<file path="config.mk">
export PLATFORM = sky130hd
export DESIGN_NAME = aes_cbc_ram
export DESIGN_NICKNAME = d
export VERILOG_FILES = /design/src/rtl/aes256_cbc_decrypt_core_defines.svh /design/src/rtl/aes_cbc_ram.sv
export SDC_FILE = /design/constraint.sdc
export NUM_CORES = 2
export LEC_CHECK = 0
export BUFFER_PORTS_ARGS = -buffer_cell sky130_fd_sc_hd__buf_4
export CAP_MARGIN = 20
export CORE_MARGIN = 1.5
export CORE_UTILIZATION = 67
export CTS_CLUSTER_DIAMETER = 40
export CTS_CLUSTER_SIZE = 24
export DETAILED_ROUTE_END_ITERATION = 16
export PLACE_DENSITY = 0.88
export SLEW_MARGIN = 20
export SYNTH_ARGS = -nofsm -noshare
export SYNTH_HDL_FRONTEND = slang
export SYNTH_SLANG_ARGS = --single-unit
</file>
<file path="constraint.sdc">
create_clock -name clk -period 6.5 [get_ports clk]
set_input_delay 0 -clock clk [delete_from_list [all_inputs] [get_ports clk]]
set_output_delay 0 -clock clk [all_outputs]
set_load 0.01 [all_outputs]
</file>
<file path="src/rtl/aes256_cbc_decrypt_core_defines.svh">
// assertion macros for the aes-256 cbc decrypt core
`ifndef AES256_CBC_DECRYPT_CORE_DEFINES_SVH
`define AES256_CBC_DECRYPT_CORE_DEFINES_SVH
`ifndef SYNTH
`define AES_ASSERT(lbl, clk, rst, prop, msg) \
  lbl: assert property (@(posedge clk) disable iff (rst) (prop)) else $error(msg);
`define AES_ASSERT_NEXT(lbl, clk, rst, cond, prop, msg) \
  lbl: assert property (@(posedge clk) disable iff (rst) (cond) |=> (prop)) else $error(msg);
`else
`define AES_ASSERT(lbl, clk, rst, prop, msg)
`define AES_ASSERT_NEXT(lbl, clk, rst, cond, prop, msg)
`endif
`endif

</file>
<file path="src/rtl/aes_cbc_ram.sv">
// ----------------------------------------------------------------------------
// aes cbc generic ram
// single write port, one registered read port
// ----------------------------------------------------------------------------
module aes_cbc_ram #(
  parameter int unsigned Width = 32,
  parameter int unsigned Depth = 64
) (
  input  logic                     clk,
  input  logic                     we,
  input  logic [$clog2(Depth)-1:0] waddr,
  input  logic [Width-1:0]         wdata,
  input  logic [$clog2(Depth)-1:0] raddr,
  output logic [Width-1:0]         rdata
);

  logic [Width-1:0] mem [Depth];

  // write and registered read
  always_ff @(posedge clk) begin
    if (we) begin
      mem[waddr] <= wdata;
    end
    rdata <= mem[raddr];
  end

endmodule

</file>
==> Yosys cells after proc, flatten, opt, wreduce, memory -nomap -nowiden <==
Memory sizes are Yosys's and may differ from the RTL's. A register that Yosys moved wholly into a read port is not among the register bits.
Cells that the tools add are included.
{ "totals": {"input_bits": 46, "register_bits": 0, "elab_cells": 3, "mem_bits_rw": 2048, "memories": 1} }
{ "mem_list": {"columns": ["name", "depth", "width", "read_ports", "rd_clocked_by_memory_dff", "wr", "line", "source"], "rows": [
  ["mem", 64, 32, 1, 1, 1, "aes_cbc_ram.sv:17", "logic [Width-1:0] mem [Depth];"]
]} }
{ "classes": {"mux": 2} }
{ "op_table": {"columns": ["cell", "count"], "rows": [
  ["1-bit two-way mux", 2]
]} }

==> Depth between registers and ports, before layout <==
{ "depth": {"ltp_word": 2, "mapped_depth": 10} }

==> Worst setup path before layout <==
No wires, ideal clock.
{ "synth_timing": {"kind": "input -> register", "from": "input port waddr[3]", "to": "memory mem[48][0] (enable)", "cell_stages": 4, "setup_time_ps": 461, "path_buffers": 1, "slack_ps": 3340, "arrival_ps": 2699, "t_required_ps": 6039, "cell_sequence": "clkbuf_1 nor2b_1 nand4b_1 nor3_1"} }
{ "synth_rtl": {"columns": ["element", "line", "source"], "rows": [
  ["start: declaration", "aes_cbc_ram.sv:11", "input logic [$clog2(Depth)-1:0] waddr,"],
  ["end: declaration", "aes_cbc_ram.sv:17", null]
]} }
Straight into the memory's write port.

==> Worst setup path after layout <==
{ "layout_timing": {"from": "input port waddr[3]", "to": "memory mem[55][7] (enable)"} }
Straight into the memory's write port.

==> results by group <==
Synthesis
  • Yosys top cell area share: 0.783
  • Seq/Total Area, Yosys: 0.791
  • Synth Warn #: 0
  • Post-Syn Nets: approximately 3400
  • Number of flops mapped to enable cells by yosys: between 2000 and 2500
  • Synth Flop Type: edfxtp_1
  • Library cells used by synthesis: 34
  • Syn Inst Count: 3324
  • Syn avg cell area: roughly 24 sq um
  • Register bit total from synthesis: 2080
  • Simple-gate portion of the synthesized area: 0.0127
  • Post-synth ARST share: 0
  • Post-synth top area cell: edfxtp_1
  • XOR/XNOR Fraction of Synth Area: 0
  • Post-synthesis compound-gate area fraction: 0.0167
  • Post-Syn Area: between 70000 and 80000 sq um
  • Top cells by area, synth: edfxtp_1 (78%), mux4_2 (16%), mux2i_1 (1.2%)
  • Synth Area in Adders: 0
  • Largest family of logic cells by synthesized area: multiplexers
  • Mux contribution to synthesized area: 0.168

Layout
  • Final net count: roughly 3600
  • Fin cells: approximately 5200
  • Area Growth Syn to Fin: 12.3%
  • Final core occ: 0.758
  • Share of layout cells above drive strength 1: 0.303

Floorplanning
  • Core outline area: roughly 120000 sq um
  • Std-Cell Rows: around 130
  • Die W: approximately 350 um
  • Die Y-Extent: between 300 and 400 um
  • Starting Density: 0.676
  • Full die area: ~120000 sq um
  • Top Ports: 78

Run status
  • Status: complete, no violations

CTS
  • CTS root buf: clkbuf_16
  • CTS tree: yes
  • Num Clock Sinks: 2080
  • Clk pin slew, worst setup/hold paths: about 70 ps
  • Hold-fix buffers at CTS: 43
  • CTS resizes: 0
  • Clock buffer depth: 3
  • Clk_lat worst skew: around 830 ps
  • Num CTS Buffers: ~170
  • CTS H-Tree Depth: 4
  • Postcts setup bufs: 0

STA
  • Clk_skew: between 40 and 50 ps
  • Min Tclk post-route: a little over 3000 ps
  • Relative slew slack: 0.228
  • Worst-margin pin slew: roughly 1200 ps
  • FMAX: around 330 MHz
  • RSZ-0062 raised after global routing: false
  • Min Hold Slack: just under 100 ps
  • Final hold vios: 0
  • Final Cycle Share: 0.470
  • Setup tns final: 0 ps
  • Max Transition Viols Final: 0
  • Final setup viols: 0

Routing
  • Routed Antenna Nets: 0
  • Iter 0 DRT Violations: ~9000
  • Total Wirelength: 245 mm
  • Via count: ~42000
  • Vias per inst: 8.04
  • DRT Pass-1 Iters: 6
  • WL per Instance: 47.0 um
  • Number of remaining DRC errors: 0

Power
  • Max VDD drop: 290 uV
  • Power Density: 316 nW/um^2
  • P_leak: between 20 and 30 nW

GRT
  • GRT Total Usage: 0.418
  • Remaining Overflow, GRT: 0
  • First-pass GRT wire length: ~340 mm
  • Number of global-route vias before repair: approximately 42000
  • Largest net degree at the start of global routing: between 100 and 150
  • Initial antenna violation count: 11

Place
  • Post-DP HPWL: 120 mm
  • Port bufs: 77
  • Placed cells: approximately 4800
  • GP Congestion: 0.834

Setup path
  • Cell mode on critical path: dlygate4sd3_1
  • Critical-path top delay cell: dlygate4sd3_1
  • Crit path max fanout: 27
  • CP bufs+invs: 5
  • Critical path type: in2reg
  • Crit path DAT: ~3500 ps
  • Crit path max-delay family: buffers and inverters
  • CP peak stage delay: approximately 740 ps
  • CP cell instances: dlygate4sd3_1, buf_4, nor2b_1, dlygate4sd3_1, nand4_1, dlygate4sd3_1, nor2_4, buf_4
  • CP startpoint kind: primary input
  • Endpoint type of the worst setup path: flip-flop
  • Critical Path RT: approximately 6900 ps

Run
  • Maxcap violations: 0

Min path
  • HP Class: in2reg
cells by family after synthesis:
kind of cell,Yosys count
simple gates,223
buf+inv,182
mux,637
flops,2080
compound gates,202
flip-flops by register name (all words and copies together), names as in the netlist:
register  flops
rdata        32
mem        2048
layer usage:
layer	global-route usage	routed length, um	up-vias
met5	0.00120	148	-
met2	0.643	114000	5074
met4	0.304	23000	14
li1	-	-	14700
met3	0.117	38200	1246
met1	0.518	69200	20900
area by class of cell:
type	instances	area (sq um)
repair buffers	217	1890
diodes	3	7.51
well taps	1524	1910
fillers	5107	28100
clock inverters	150	1750
flip-flops and latches	2080	62100
multi-input cells	1062	16000
clock buffers	179	4460
where the power goes:
group / switching, W / total (W) / leakage [nW] / internal, W
Combinational: 0.000959 / 0.00148 / 5.79 / 0.000522
Sequential: 0.0000939 / 0.0149 / 18.7 / 0.0148
Clock: 0.00577 / 0.0114 / 3.00 / 0.00567
through the flow:
stage          cell area, sq um  power (W)  worst slack [ps]
6_report                  88100     0.0279              3450
2_1_floorplan             78500     0.0159              3340
4_1_cts                   88100     0.0277              3610
3_3_place_gp              81400     0.0165              3000
5_1_grt                   88100     0.0283              3520
3_5_place_dp              81500     0.0166              2890
final timing paths:
| kind | startpoint | endpoint | slack, ps | depth (start not counted) |
|---|---|---|---|---|
| setup reg to reg | mem[43][12]$_DFFE_PP_ | rdata[12]$_DFF_P_ | 3900 | 4 |
| hold / removal | raddr[3] | rdata[8]$_DFF_P_ | 100 | 3 |
| setup / recovery | waddr[3] | mem[55][7]$_DFFE_PP_ | 3450 | 8 |
| hold reg to reg | mem[28][8]$_DFFE_PP_ | rdata[8]$_DFF_P_ | 820 | 4 |
cell usage after synthesis (5+ instances only):
cell type and instances:
nor2b_1 15, a21oi_1 62, nand3b_1 5, mux4_2 544
o22ai_1 84, buf_4 25, mux2i_1 93, dfxtp_1 32
buf_6 5, nand3_1 5, a311oi_1 8, nor3_1 7
buf_1 21, o221ai_1 27, clkbuf_1 74, nand2b_1 8
buf_2 57, edfxtp_1 2048, nand2_1 26, nor2_1 137
a22oi_1 12
cells in the final DEF (no fill, tap or decap), types with 5 or more instances in the layout:
cell	netlist	layout
nor3_1	7	5
clkinv_8	0	23
buf_12	0	9
dlygate4sd3_1	0	43
a21oi_1	62	62
inv_6	0	33
nand3b_1	5	5
mux4_2	544	544
dfxtp_1	32	32
edfxtp_1	2048	2048
a22oi_1	12	12
clkinv_4	0	16
o221ai_1	27	27
nor2b_1	15	15
a311oi_1	8	8
clkinv_2	0	9
inv_12	0	9
nand3_1	5	5
mux2i_1	93	93
clkinvlp_4	0	14
inv_8	0	31
nor2_1	137	75
nand2b_1	8	5
buf_4	25	161
nor2_4	0	62
bufinv_16	0	7
nand2_1	26	25
o22ai_1	84	83
clkbuf_16	0	178
worst reg2reg max path: stages (launching register included):
cell and delay [ps]:
edfxtp_1 400, mux4_2 490, mux4_2 530, o22ai_1 910, nor2_1 130
(Power assumes the default switching activity.)
