### config.mk
export PLATFORM = sky130hd
export DESIGN_NAME = aes_cbc_round
export DESIGN_NICKNAME = d
export VERILOG_FILES = /design/src/rtl/aes256_cbc_decrypt_core_defines.svh /design/src/rtl/aes_cbc_pkg.sv /design/src/rtl/aes_cbc_round.sv
export SDC_FILE = /design/constraint.sdc
export NUM_CORES = 2
export LEC_CHECK = 0
export ABC_AREA = 1
export BUFFER_PORTS_ARGS = -buffer_cell sky130_fd_sc_hd__buf_2
export CORE_MARGIN = 5
export CORE_UTILIZATION = 28
export DETAILED_ROUTE_END_ITERATION = 6
export PLACE_DENSITY_LB_ADDON = 0.12
export SYNTH_ARGS = -nofsm -noshare
export SYNTH_HDL_FRONTEND = slang
export SYNTH_SLANG_ARGS = --single-unit
### constraint.sdc
create_clock -name vclk -period 4.95
set_input_delay 0.7425 -clock vclk [all_inputs]
set_output_delay 0.7425 -clock vclk [all_outputs]
set_load 0.005 [all_outputs]
### src/rtl/aes256_cbc_decrypt_core_defines.svh
// assertion macros for the aes-256 cbc decrypt core
`ifndef AES256_CBC_DECRYPT_CORE_DEFINES_SVH
`define AES256_CBC_DECRYPT_CORE_DEFINES_SVH
`ifndef SYNTH
`define AES_ASSERT(lbl, clk, rst, prop, msg) \
  lbl: assert property (@(posedge clk) disable iff (rst) (prop)) else $error(msg);
`define AES_ASSERT_NEXT(lbl, clk, rst, cond, prop, msg) \
  lbl: assert property (@(posedge clk) disable iff (rst) (cond) |=> (prop)) else $error(msg);
`else
`define AES_ASSERT(lbl, clk, rst, prop, msg)
`define AES_ASSERT_NEXT(lbl, clk, rst, cond, prop, msg)
`endif
`endif

### src/rtl/aes_cbc_pkg.sv
// ----------------------------------------------------------------------------
// aes cbc package
// s-box tables, field multiply helpers and shared constants
// ----------------------------------------------------------------------------
package aes_cbc_pkg;

  localparam int unsigned NumRounds  = 14;
  localparam int unsigned NumRkWords = 60;

  typedef logic [7:0]   byte_t;
  typedef logic [127:0] block_t;

  function automatic byte_t fwd_sbox(input byte_t a);
    byte_t t [256];
    t = '{
      8'h63,8'h7c,8'h77,8'h7b,8'hf2,8'h6b,8'h6f,8'hc5,8'h30,8'h01,8'h67,8'h2b,8'hfe,8'hd7,8'hab,8'h76,
      8'hca,8'h82,8'hc9,8'h7d,8'hfa,8'h59,8'h47,8'hf0,8'had,8'hd4,8'ha2,8'haf,8'h9c,8'ha4,8'h72,8'hc0,
      8'hb7,8'hfd,8'h93,8'h26,8'h36,8'h3f,8'hf7,8'hcc,8'h34,8'ha5,8'he5,8'hf1,8'h71,8'hd8,8'h31,8'h15,
      8'h04,8'hc7,8'h23,8'hc3,8'h18,8'h96,8'h05,8'h9a,8'h07,8'h12,8'h80,8'he2,8'heb,8'h27,8'hb2,8'h75,
      8'h09,8'h83,8'h2c,8'h1a,8'h1b,8'h6e,8'h5a,8'ha0,8'h52,8'h3b,8'hd6,8'hb3,8'h29,8'he3,8'h2f,8'h84,
      8'h53,8'hd1,8'h00,8'hed,8'h20,8'hfc,8'hb1,8'h5b,8'h6a,8'hcb,8'hbe,8'h39,8'h4a,8'h4c,8'h58,8'hcf,
      8'hd0,8'hef,8'haa,8'hfb,8'h43,8'h4d,8'h33,8'h85,8'h45,8'hf9,8'h02,8'h7f,8'h50,8'h3c,8'h9f,8'ha8,
      8'h51,8'ha3,8'h40,8'h8f,8'h92,8'h9d,8'h38,8'hf5,8'hbc,8'hb6,8'hda,8'h21,8'h10,8'hff,8'hf3,8'hd2,
      8'hcd,8'h0c,8'h13,8'hec,8'h5f,8'h97,8'h44,8'h17,8'hc4,8'ha7,8'h7e,8'h3d,8'h64,8'h5d,8'h19,8'h73,
      8'h60,8'h81,8'h4f,8'hdc,8'h22,8'h2a,8'h90,8'h88,8'h46,8'hee,8'hb8,8'h14,8'hde,8'h5e,8'h0b,8'hdb,
      8'he0,8'h32,8'h3a,8'h0a,8'h49,8'h06,8'h24,8'h5c,8'hc2,8'hd3,8'hac,8'h62,8'h91,8'h95,8'he4,8'h79,
      8'he7,8'hc8,8'h37,8'h6d,8'h8d,8'hd5,8'h4e,8'ha9,8'h6c,8'h56,8'hf4,8'hea,8'h65,8'h7a,8'hae,8'h08,
      8'hba,8'h78,8'h25,8'h2e,8'h1c,8'ha6,8'hb4,8'hc6,8'he8,8'hdd,8'h74,8'h1f,8'h4b,8'hbd,8'h8b,8'h8a,
      8'h70,8'h3e,8'hb5,8'h66,8'h48,8'h03,8'hf6,8'h0e,8'h61,8'h35,8'h57,8'hb9,8'h86,8'hc1,8'h1d,8'h9e,
      8'he1,8'hf8,8'h98,8'h11,8'h69,8'hd9,8'h8e,8'h94,8'h9b,8'h1e,8'h87,8'he9,8'hce,8'h55,8'h28,8'hdf,
      8'h8c,8'ha1,8'h89,8'h0d,8'hbf,8'he6,8'h42,8'h68,8'h41,8'h99,8'h2d,8'h0f,8'hb0,8'h54,8'hbb,8'h16};
    return t[a];
  endfunction

  function automatic byte_t inv_sbox(input byte_t a);
    byte_t t [256];
    t = '{
      8'h52,8'h09,8'h6a,8'hd5,8'h30,8'h36,8'ha5,8'h38,8'hbf,8'h40,8'ha3,8'h9e,8'h81,8'hf3,8'hd7,8'hfb,
      8'h7c,8'he3,8'h39,8'h82,8'h9b,8'h2f,8'hff,8'h87,8'h34,8'h8e,8'h43,8'h44,8'hc4,8'hde,8'he9,8'hcb,
      8'h54,8'h7b,8'h94,8'h32,8'ha6,8'hc2,8'h23,8'h3d,8'hee,8'h4c,8'h95,8'h0b,8'h42,8'hfa,8'hc3,8'h4e,
      8'h08,8'h2e,8'ha1,8'h66,8'h28,8'hd9,8'h24,8'hb2,8'h76,8'h5b,8'ha2,8'h49,8'h6d,8'h8b,8'hd1,8'h25,
      8'h72,8'hf8,8'hf6,8'h64,8'h86,8'h68,8'h98,8'h16,8'hd4,8'ha4,8'h5c,8'hcc,8'h5d,8'h65,8'hb6,8'h92,
      8'h6c,8'h70,8'h48,8'h50,8'hfd,8'hed,8'hb9,8'hda,8'h5e,8'h15,8'h46,8'h57,8'ha7,8'h8d,8'h9d,8'h84,
      8'h90,8'hd8,8'hab,8'h00,8'h8c,8'hbc,8'hd3,8'h0a,8'hf7,8'he4,8'h58,8'h05,8'hb8,8'hb3,8'h45,8'h06,
      8'hd0,8'h2c,8'h1e,8'h8f,8'hca,8'h3f,8'h0f,8'h02,8'hc1,8'haf,8'hbd,8'h03,8'h01,8'h13,8'h8a,8'h6b,
      8'h3a,8'h91,8'h11,8'h41,8'h4f,8'h67,8'hdc,8'hea,8'h97,8'hf2,8'hcf,8'hce,8'hf0,8'hb4,8'he6,8'h73,
      8'h96,8'hac,8'h74,8'h22,8'he7,8'had,8'h35,8'h85,8'he2,8'hf9,8'h37,8'he8,8'h1c,8'h75,8'hdf,8'h6e,
      8'h47,8'hf1,8'h1a,8'h71,8'h1d,8'h29,8'hc5,8'h89,8'h6f,8'hb7,8'h62,8'h0e,8'haa,8'h18,8'hbe,8'h1b,
      8'hfc,8'h56,8'h3e,8'h4b,8'hc6,8'hd2,8'h79,8'h20,8'h9a,8'hdb,8'hc0,8'hfe,8'h78,8'hcd,8'h5a,8'hf4,
      8'h1f,8'hdd,8'ha8,8'h33,8'h88,8'h07,8'hc7,8'h31,8'hb1,8'h12,8'h10,8'h59,8'h27,8'h80,8'hec,8'h5f,
      8'h60,8'h51,8'h7f,8'ha9,8'h19,8'hb5,8'h4a,8'h0d,8'h2d,8'he5,8'h7a,8'h9f,8'h93,8'hc9,8'h9c,8'hef,
      8'ha0,8'he0,8'h3b,8'h4d,8'hae,8'h2a,8'hf5,8'hb0,8'hc8,8'heb,8'hbb,8'h3c,8'h83,8'h53,8'h99,8'h61,
      8'h17,8'h2b,8'h04,8'h7e,8'hba,8'h77,8'hd6,8'h26,8'he1,8'h69,8'h14,8'h63,8'h55,8'h21,8'h0c,8'h7d};
    return t[a];
  endfunction

  // multiply by x in gf(2^8)
  function automatic byte_t xtime(input byte_t v);
    return {v[6:0], 1'b0} ^ (v[7] ? 8'h1b : 8'h00);
  endfunction

  // inverse mix columns on one 32-bit column, row 0 in the top byte
  function automatic logic [31:0] inv_mix_col(input logic [31:0] c);
    byte_t a [4];
    byte_t x2 [4];
    byte_t x4 [4];
    byte_t x8 [4];
    byte_t m9 [4];
    byte_t mb [4];
    byte_t md [4];
    byte_t me [4];
    for (int i = 0; i < 4; i++) begin
      a[i]  = c[31-8*i -: 8];
      x2[i] = xtime(a[i]);
      x4[i] = xtime(x2[i]);
      x8[i] = xtime(x4[i]);
      m9[i] = x8[i] ^ a[i];
      mb[i] = x8[i] ^ x2[i] ^ a[i];
      md[i] = x8[i] ^ x4[i] ^ a[i];
      me[i] = x8[i] ^ x4[i] ^ x2[i];
    end
    return {me[0] ^ mb[1] ^ md[2] ^ m9[3],
            m9[0] ^ me[1] ^ mb[2] ^ md[3],
            md[0] ^ m9[1] ^ me[2] ^ mb[3],
            mb[0] ^ md[1] ^ m9[2] ^ me[3]};
  endfunction

endpackage

### src/rtl/aes_cbc_round.sv
// ----------------------------------------------------------------------------
// aes cbc inverse round unit
// one inverse round: shift rows, s-box, key add and optional mix columns
// ----------------------------------------------------------------------------
module aes_cbc_round (
  input  aes_cbc_pkg::block_t state_in,
  input  aes_cbc_pkg::block_t round_key,
  input  logic                last_round,
  output aes_cbc_pkg::block_t state_out
);
  import aes_cbc_pkg::*;

  byte_t  s [16];
  byte_t  t [16];
  block_t added;

  // byte 0 sits in the top bits; byte index r + 4c
  always_comb begin
    for (int i = 0; i < 16; i++) begin
      s[i] = state_in[127-8*i -: 8];
    end
    for (int c = 0; c < 4; c++) begin
      for (int r = 0; r < 4; r++) begin
        t[r + 4*c] = inv_sbox(s[r + 4*((c - r + 4) % 4)]);
      end
    end
    for (int i = 0; i < 16; i++) begin
      added[127-8*i -: 8] = t[i] ^ round_key[127-8*i -: 8];
    end
    if (last_round) begin
      state_out = added;
    end else begin
      for (int c = 0; c < 4; c++) begin
        state_out[127-32*c -: 32] = inv_mix_col(added[127-32*c -: 32]);
      end
    end
  end

endmodule
* Word level (Yosys, flattened, before mapping)
Memory sizes are Yosys's and may differ from the RTL's.
Cells that the tools add are included.
W data, S select, Z words.
** Word-level totals
- Bits of input ports :: 257
- Memories :: 16
- Output and inout bits :: 128
- Memory bits (read-only) :: 32768
- Register bits after elaboration :: 0
- Latch bits :: 0
- Word-level logic and storage cells :: 337
- RAM bits :: 0
** Memory list
- (no name shown) :: depth 256, bits a word 8, read ports 1, clocked after Yosys merged registers in 0, wr ports 0, line aes_cbc_pkg.sv:54 : return t[a];
- (no name shown) :: depth 256, bits a word 8, read ports 1, clocked after Yosys merged registers in 0, wr ports 0, line aes_cbc_pkg.sv:54
- (no name shown) :: depth 256, bits a word 8, read ports 1, clocked after Yosys merged registers in 0, wr ports 0, line aes_cbc_pkg.sv:54
- (no name shown) :: depth 256, bits a word 8, read ports 1, clocked after Yosys merged registers in 0, wr ports 0, line aes_cbc_pkg.sv:54
- (no name shown) :: depth 256, bits a word 8, read ports 1, clocked after Yosys merged registers in 0, wr ports 0, line aes_cbc_pkg.sv:54
- (no name shown) :: depth 256, bits a word 8, read ports 1, clocked after Yosys merged registers in 0, wr ports 0, line aes_cbc_pkg.sv:54
- 10 more memories
** Cells by class
- Mux-type cells :: 81
- Shift operators :: 0
- Order comparisons :: 16
- Equality and inequality tests :: 0
- Div/mod/pow operators :: 0
- $add $sub $neg :: 0
- Multiply operators :: 0
- Reduce and logical (&&, ||, !) cells :: 0
- Bitwise operators :: 224
** Operators by type and width (count)
- $xor A8 B8 Y8 :: 160
- $xor A8 B5 Y8 :: 48
- $mux W8 :: 32
- $mux W5 :: 48
- $ge A9 B9 Y1 const B :: 16
- $not A8 Y9 :: 16
- $mux W128 :: 1

* Logic depth before layout (Yosys ltp)
- Depth in word-level cells :: 17
- Gate-level depth with buffers :: 30

* Worst setup path before layout
Ideal clock, no wire load.
- Path type :: input to output
- Start :: input port state_in[89]
- End :: output port state_out[67]
- Stages on the path :: 26
- Arrival :: 3.386 ns
- Setup slack :: 0.821 ns
- Cells stage by stage :: clkbuf_2 > inv_1 > ha_1 > inv_1 > nand2_1 > buf_2 > nand2_1 > nand2_1 > nand3_1 > nand3_1 > nand3_1 > nand3_1 > nand2_1 > nand2_1 > nand2_2 > nand2_1 > nand3_1 > nand2_2 > nand2_1 > nand2_1 > nand2_1 > nand2_1 > nand2_1 > nand3b_1 > nand3_1 > nand2_1
** Between the ends
- Word-level cells in the longest chain between the ends :: 15
- Elaborated cells between the ends (all ways) :: 16
- Those cells by class :: mux: 5; bitwise: 10; memory: 1
** RTL lines
- start, declared :: line aes_cbc_round.sv:6 : input aes_cbc_pkg::block_t state_in,
- $not A8 Y9 (not written as such) * :: line aes_cbc_pkg.sv:54
- $mem_v2 Z256 W8 *
- $mux W8 (not written as such) * (2 in a row) :: line aes_cbc_pkg.sv:54
- $xor A8 B8 Y8 * :: line aes_cbc_round.sv:28 : added[127-8*i -: 8] = t[i] ^ round_key[127-8*i -: 8];
- $mux W5 / $xor A8 B5 Y8 (equally long branches) :: line aes_cbc_pkg.sv:59 : return {v[6:0], 1'b0} ^ (v[7] ? 8'h1b : 8'h00);
- $xor A8 B5 Y8 :: line aes_cbc_pkg.sv:59
- $xor A8 B5 Y8 / $mux W5 (equally long branches) :: line aes_cbc_pkg.sv:59
- $xor A8 B5 Y8 :: line aes_cbc_pkg.sv:59
- $xor A8 B8 Y8 :: line aes_cbc_pkg.sv:78 : mb[i] = x8[i] ^ x2[i] ^ a[i];
- $xor A8 B8 Y8 * :: line aes_cbc_pkg.sv:78
- $xor A8 B8 Y8 * (3 in a row) :: line aes_cbc_pkg.sv:85 : mb[0] ^ md[1] ^ m9[2] ^ me[3]};
- $mux W128 * :: line aes_cbc_round.sv:30 : if (last_round) begin
- end, declared :: line aes_cbc_round.sv:9 : output aes_cbc_pkg::block_t state_out
Every way passes the cells marked *; elsewhere a longest branch is shown, timed or not. The select of a mux whose other input is x is not followed.

* Final worst setup path
- Start :: input port state_in[82]
- End :: output port state_out[58]
** Between the ends
- Word-level cells in the longest chain between the ends :: 15
- Elaborated cells between the ends (all ways) :: 16
- Those cells by class :: mux: 5; bitwise: 10; memory: 1
** RTL lines
- $not A8 Y9 (not written as such) * :: line aes_cbc_pkg.sv:54
- $mem_v2 Z256 W8 *
- $mux W8 (not written as such) * (2 in a row) :: line aes_cbc_pkg.sv:54
- $xor A8 B8 Y8 * :: line aes_cbc_round.sv:28
- $mux W5 / $xor A8 B5 Y8 (equally long branches) :: line aes_cbc_pkg.sv:59
- $xor A8 B5 Y8 / $mux W5 (equally long branches) :: line aes_cbc_pkg.sv:59
- $xor A8 B5 Y8 (2 in a row) :: line aes_cbc_pkg.sv:59
- $xor A8 B8 Y8 :: line aes_cbc_pkg.sv:78
- $xor A8 B8 Y8 * :: line aes_cbc_pkg.sv:78
- $xor A8 B8 Y8 * (3 in a row) :: line aes_cbc_pkg.sv:82 : return {me[0] ^ mb[1] ^ md[2] ^ m9[3],
- $mux W128 * :: line aes_cbc_round.sv:30
Marked as above.

==> results.json <==
{
  "die_w_um": 503,
  "drv_cap": 0,
  "critPathRequiredTime_ps": 4210,
  "final_cell_area_mm2": 0.0913,
  "path_max_fanout": 17,
  "syn_inst": 14284,
  "place.gp.congestion": 1.05,
  "synthMuxAreaShare": 0,
  "grt_overflow_total": 0,
  "clkPwrFrac": 0,
  "violations": "design-rule violations",
  "placed_cell_area_mm2": 0.0869,
  "worst_slew_pin_slew_ps": 878,
  "crit_type": "primary input to primary output",
  "fin_crit_sh": 0.985,
  "synthTopCellsByArea": "nand2_1 (31%), nand3_1 (31%), ha_1 (5.4%)",
  "dp_hpwl_um": 365000,
  "holdWs_ps": 2040,
  "p_sw_frac": 0.625,
  "status": "complete, but fails checks",
  "cp_common_cell": "nand2_1",
  "hold_path.class": "primary input to primary output",
  "worstPathCellList": "buf_2, inv_4, buf_4, nand2_1, nand2_1, o21ai_1, nand2_1, nand2_1, nand3_1, nand3_2, nand2_1, nand2_1, nand2_2, buf_4, nand3_1, nand2_2, buf_4, nand2_1, nand4_1, a21o_1, nand3_1, o21ai_1, buf_4, buf_2",
  "synth_warnings": 0,
  "arrival_ps": 4130,
  "num-fill-cells": 28268,
  "max_freq_mhz": 205,
  "clkbuf_count": 0,
  "wl_met3_um": 42400,
  "top_layer_used": "met5",
  "die_h_um": 503,
  "wl_met1_um": 186000,
  "io_pins": 385,
  "grt_pass1_wl_um": 659000,
  "grt_usage": 0.336,
  "drt_iter0_drc": 15375,
  "synth_cell_types": 49,
  "cp_slowest_cell": "nand2_1",
  "port_buffers": 385,
  "synth_compound_area_frac": 0.0814,
  "synth_area_leader_cell": "nand2_1",
  "slew_headroom": 0.414,
  "utilization": 0.376,
  "rows": 181,
  "met2WireLength_um": 194000,
  "grt_max_degree": 83,
  "grt_pass1_vias": 99085,
  "slowest_delay_ps": 250,
  "seq_area_frac_synth": 0,
  "antenna_found_initial": 42,
  "p_sw_uw": 11800,
  "routed_via_density": 5.64,
  "finalCriticalPeriod_ps": 4880,
  "synth_common_cells": "nand2_1 (5,681), nand3_1 (4,191), inv_1 (782)",
  "coreArea_mm2": 0.243,
  "die-area_mm2": 0.253,
  "antenna_left": 0,
  "synthSimpleGateAreaFrac": 0.701,
  "n_sequential_cell": 0,
  "yosysMostFrequentCell": "nand2_1",
  "synth_fa_ha_area_frac": 0.0542,
  "drt_pre_antenna_iters": 7,
  "worst-path-buf-inv": 7,
  "crit_family": "simple AND/OR/NAND/NOR gates",
  "powerDensity_mw_per_mm2": 206,
  "nNetsFinal": 16496,
  "finalSetupViolCount": 0,
  "regArea_um2": 0,
  "routedWlPerCell_um": 23.7,
  "drive_gt1_frac": 0.228,
  "maxSlewViolCount": 0,
  "synth_top_area_frac": 0.313,
  "power_frac_seq": 0,
  "num_vias": 108028,
  "end_kind": "primary output",
  "rsz0062_at_grt": "true",
  "syn-cell-area_mm2": 0.0682,
  "syn_avg_cell_area_um2": 4.77,
  "p_leak_uw": 0.0493,
  "vdd_drop_max_mv": 0.142,
  "area_growth_pct": 33.9,
  "p_int_uw": 7050,
  "p_comb_frac": 1.000,
  "synthXorXnorAreaFrac": 0.0525,
  "synth_top_family_by_area": "simple AND/OR/NAND/NOR gates",
  "synth_fp_nets": 14836,
  "start_util": 0.281,
  "hold_viol": 0,
  "wirelength_um": 454000,
  "start_kind": "primary input",
  "route.detailed.drc": 16
}
## cell usage in the layout, fill, tap and decap left out, types with 7 or more instances in the layout
master,instances
xor2_4,7
or2_1,24
buf_6,29
inv_1,735
o21ai_0,306
nand2_1,5331
o211ai_1,138
buf_4,1853
a31oi_1,17
xnor2_2,15
diode_2,23
or2_2,9
o21ai_2,22
buf_12,159
nand4_1,135
ha_4,38
buf_2,366
a21oi_1,372
o22ai_1,9
ha_1,205
inv_4,29
inv_2,75
o21ai_1,87
a21oi_2,37
nor2_4,15
nand3b_1,55
nand3_4,7
nand2_4,111
clkinv_1,24
clkbuf_4,13
nor2_2,70
nor3_1,7
xor2_2,37
nor2_1,508
xor2_1,263
nand2_2,480
nand3_1,4006
ha_2,52
nand3_2,181
xnor2_1,71
## per-layer routing
layer  GRT usage  vias up
li1            -    50639
met1       0.443    49539
met2       0.524     6483
met3      0.0526     1337
met4       0.182       30
met5           0        -
## power by group through the flow
| stage | registers (uW) | clock network (uW) | logic (uW) |
|---|---|---|---|
| 3_5_place_dp | 0 | 0 | 17600 |
| 5_1_grt | 0 | 0.000357 | 20400 |
| 6_report | 0 | 0.000634 | 18800 |
| 2_1_floorplan | 0 | 0 | 9700 |
| 3_3_place_gp | 0 | 0 | 17800 |
| 4_1_cts | 0 | 0 | 17800 |
## worst min-delay path, stage by stage
cell and delay (ps):
buf_2 120, nand3_1 80, nand2_1 110, nand2_1 80, nand2_1 50, buf_2 120
## logic make-up (layout without fill, tap and decap cells)
kind of cell    count (synthesis)  after routing
other cells                     0             23
xor+xnor                      395            395
compound gates               1009           1009
simple gates                10951          10951
buf+inv                      1634           3292
fa+ha+maj                     295            295
## stage by stage
step	worst slack [ps]	instances	TNS, ps	power, uW
after floorplan	821	14284	0	9700
after global placement	-340	19120	-7400	17800
after detailed placement	-229	19120	-4920	17600
after CTS	-7.86	19120	-13.0	17800
after global routing	-97.0	19157	-872	20400
final	73.5	19167	0	18800
## timing repair
item,CTS,global route
buffers inserted,0,24
hold buffers,0,0
hold endpoints to repair,0,0
setup endpoints to repair,71,128
pin swaps,3,84
resized for setup,110,1009
gates cloned,0,1
## path summary, 6_finish.rpt
check / start / to / slack (ps) / cells past startpoint
worst min-delay path: round_key[76] / state_out[76] / 2040 / 6
worst max-delay path: state_in[82] / state_out[58] / 70 / 24
## cell type report
| type | instances | area, um^2 | area share |
|---|---|---|---|
| Antenna cell | 23 | 57.6 | 0.000631 |
| Inverter | 869 | 3370 | 0.0369 |
| Multi-Input combinational cell | 12650 | 64400 | 0.706 |
| Tap cell | 3202 | 4010 | 0.0439 |
| Timing Repair Buffer | 2422 | 19400 | 0.212 |
| Timing Repair inverter | 1 | 8.76 | 0.0000960 |
Note: power is estimated with default switching activity, not from simulation.
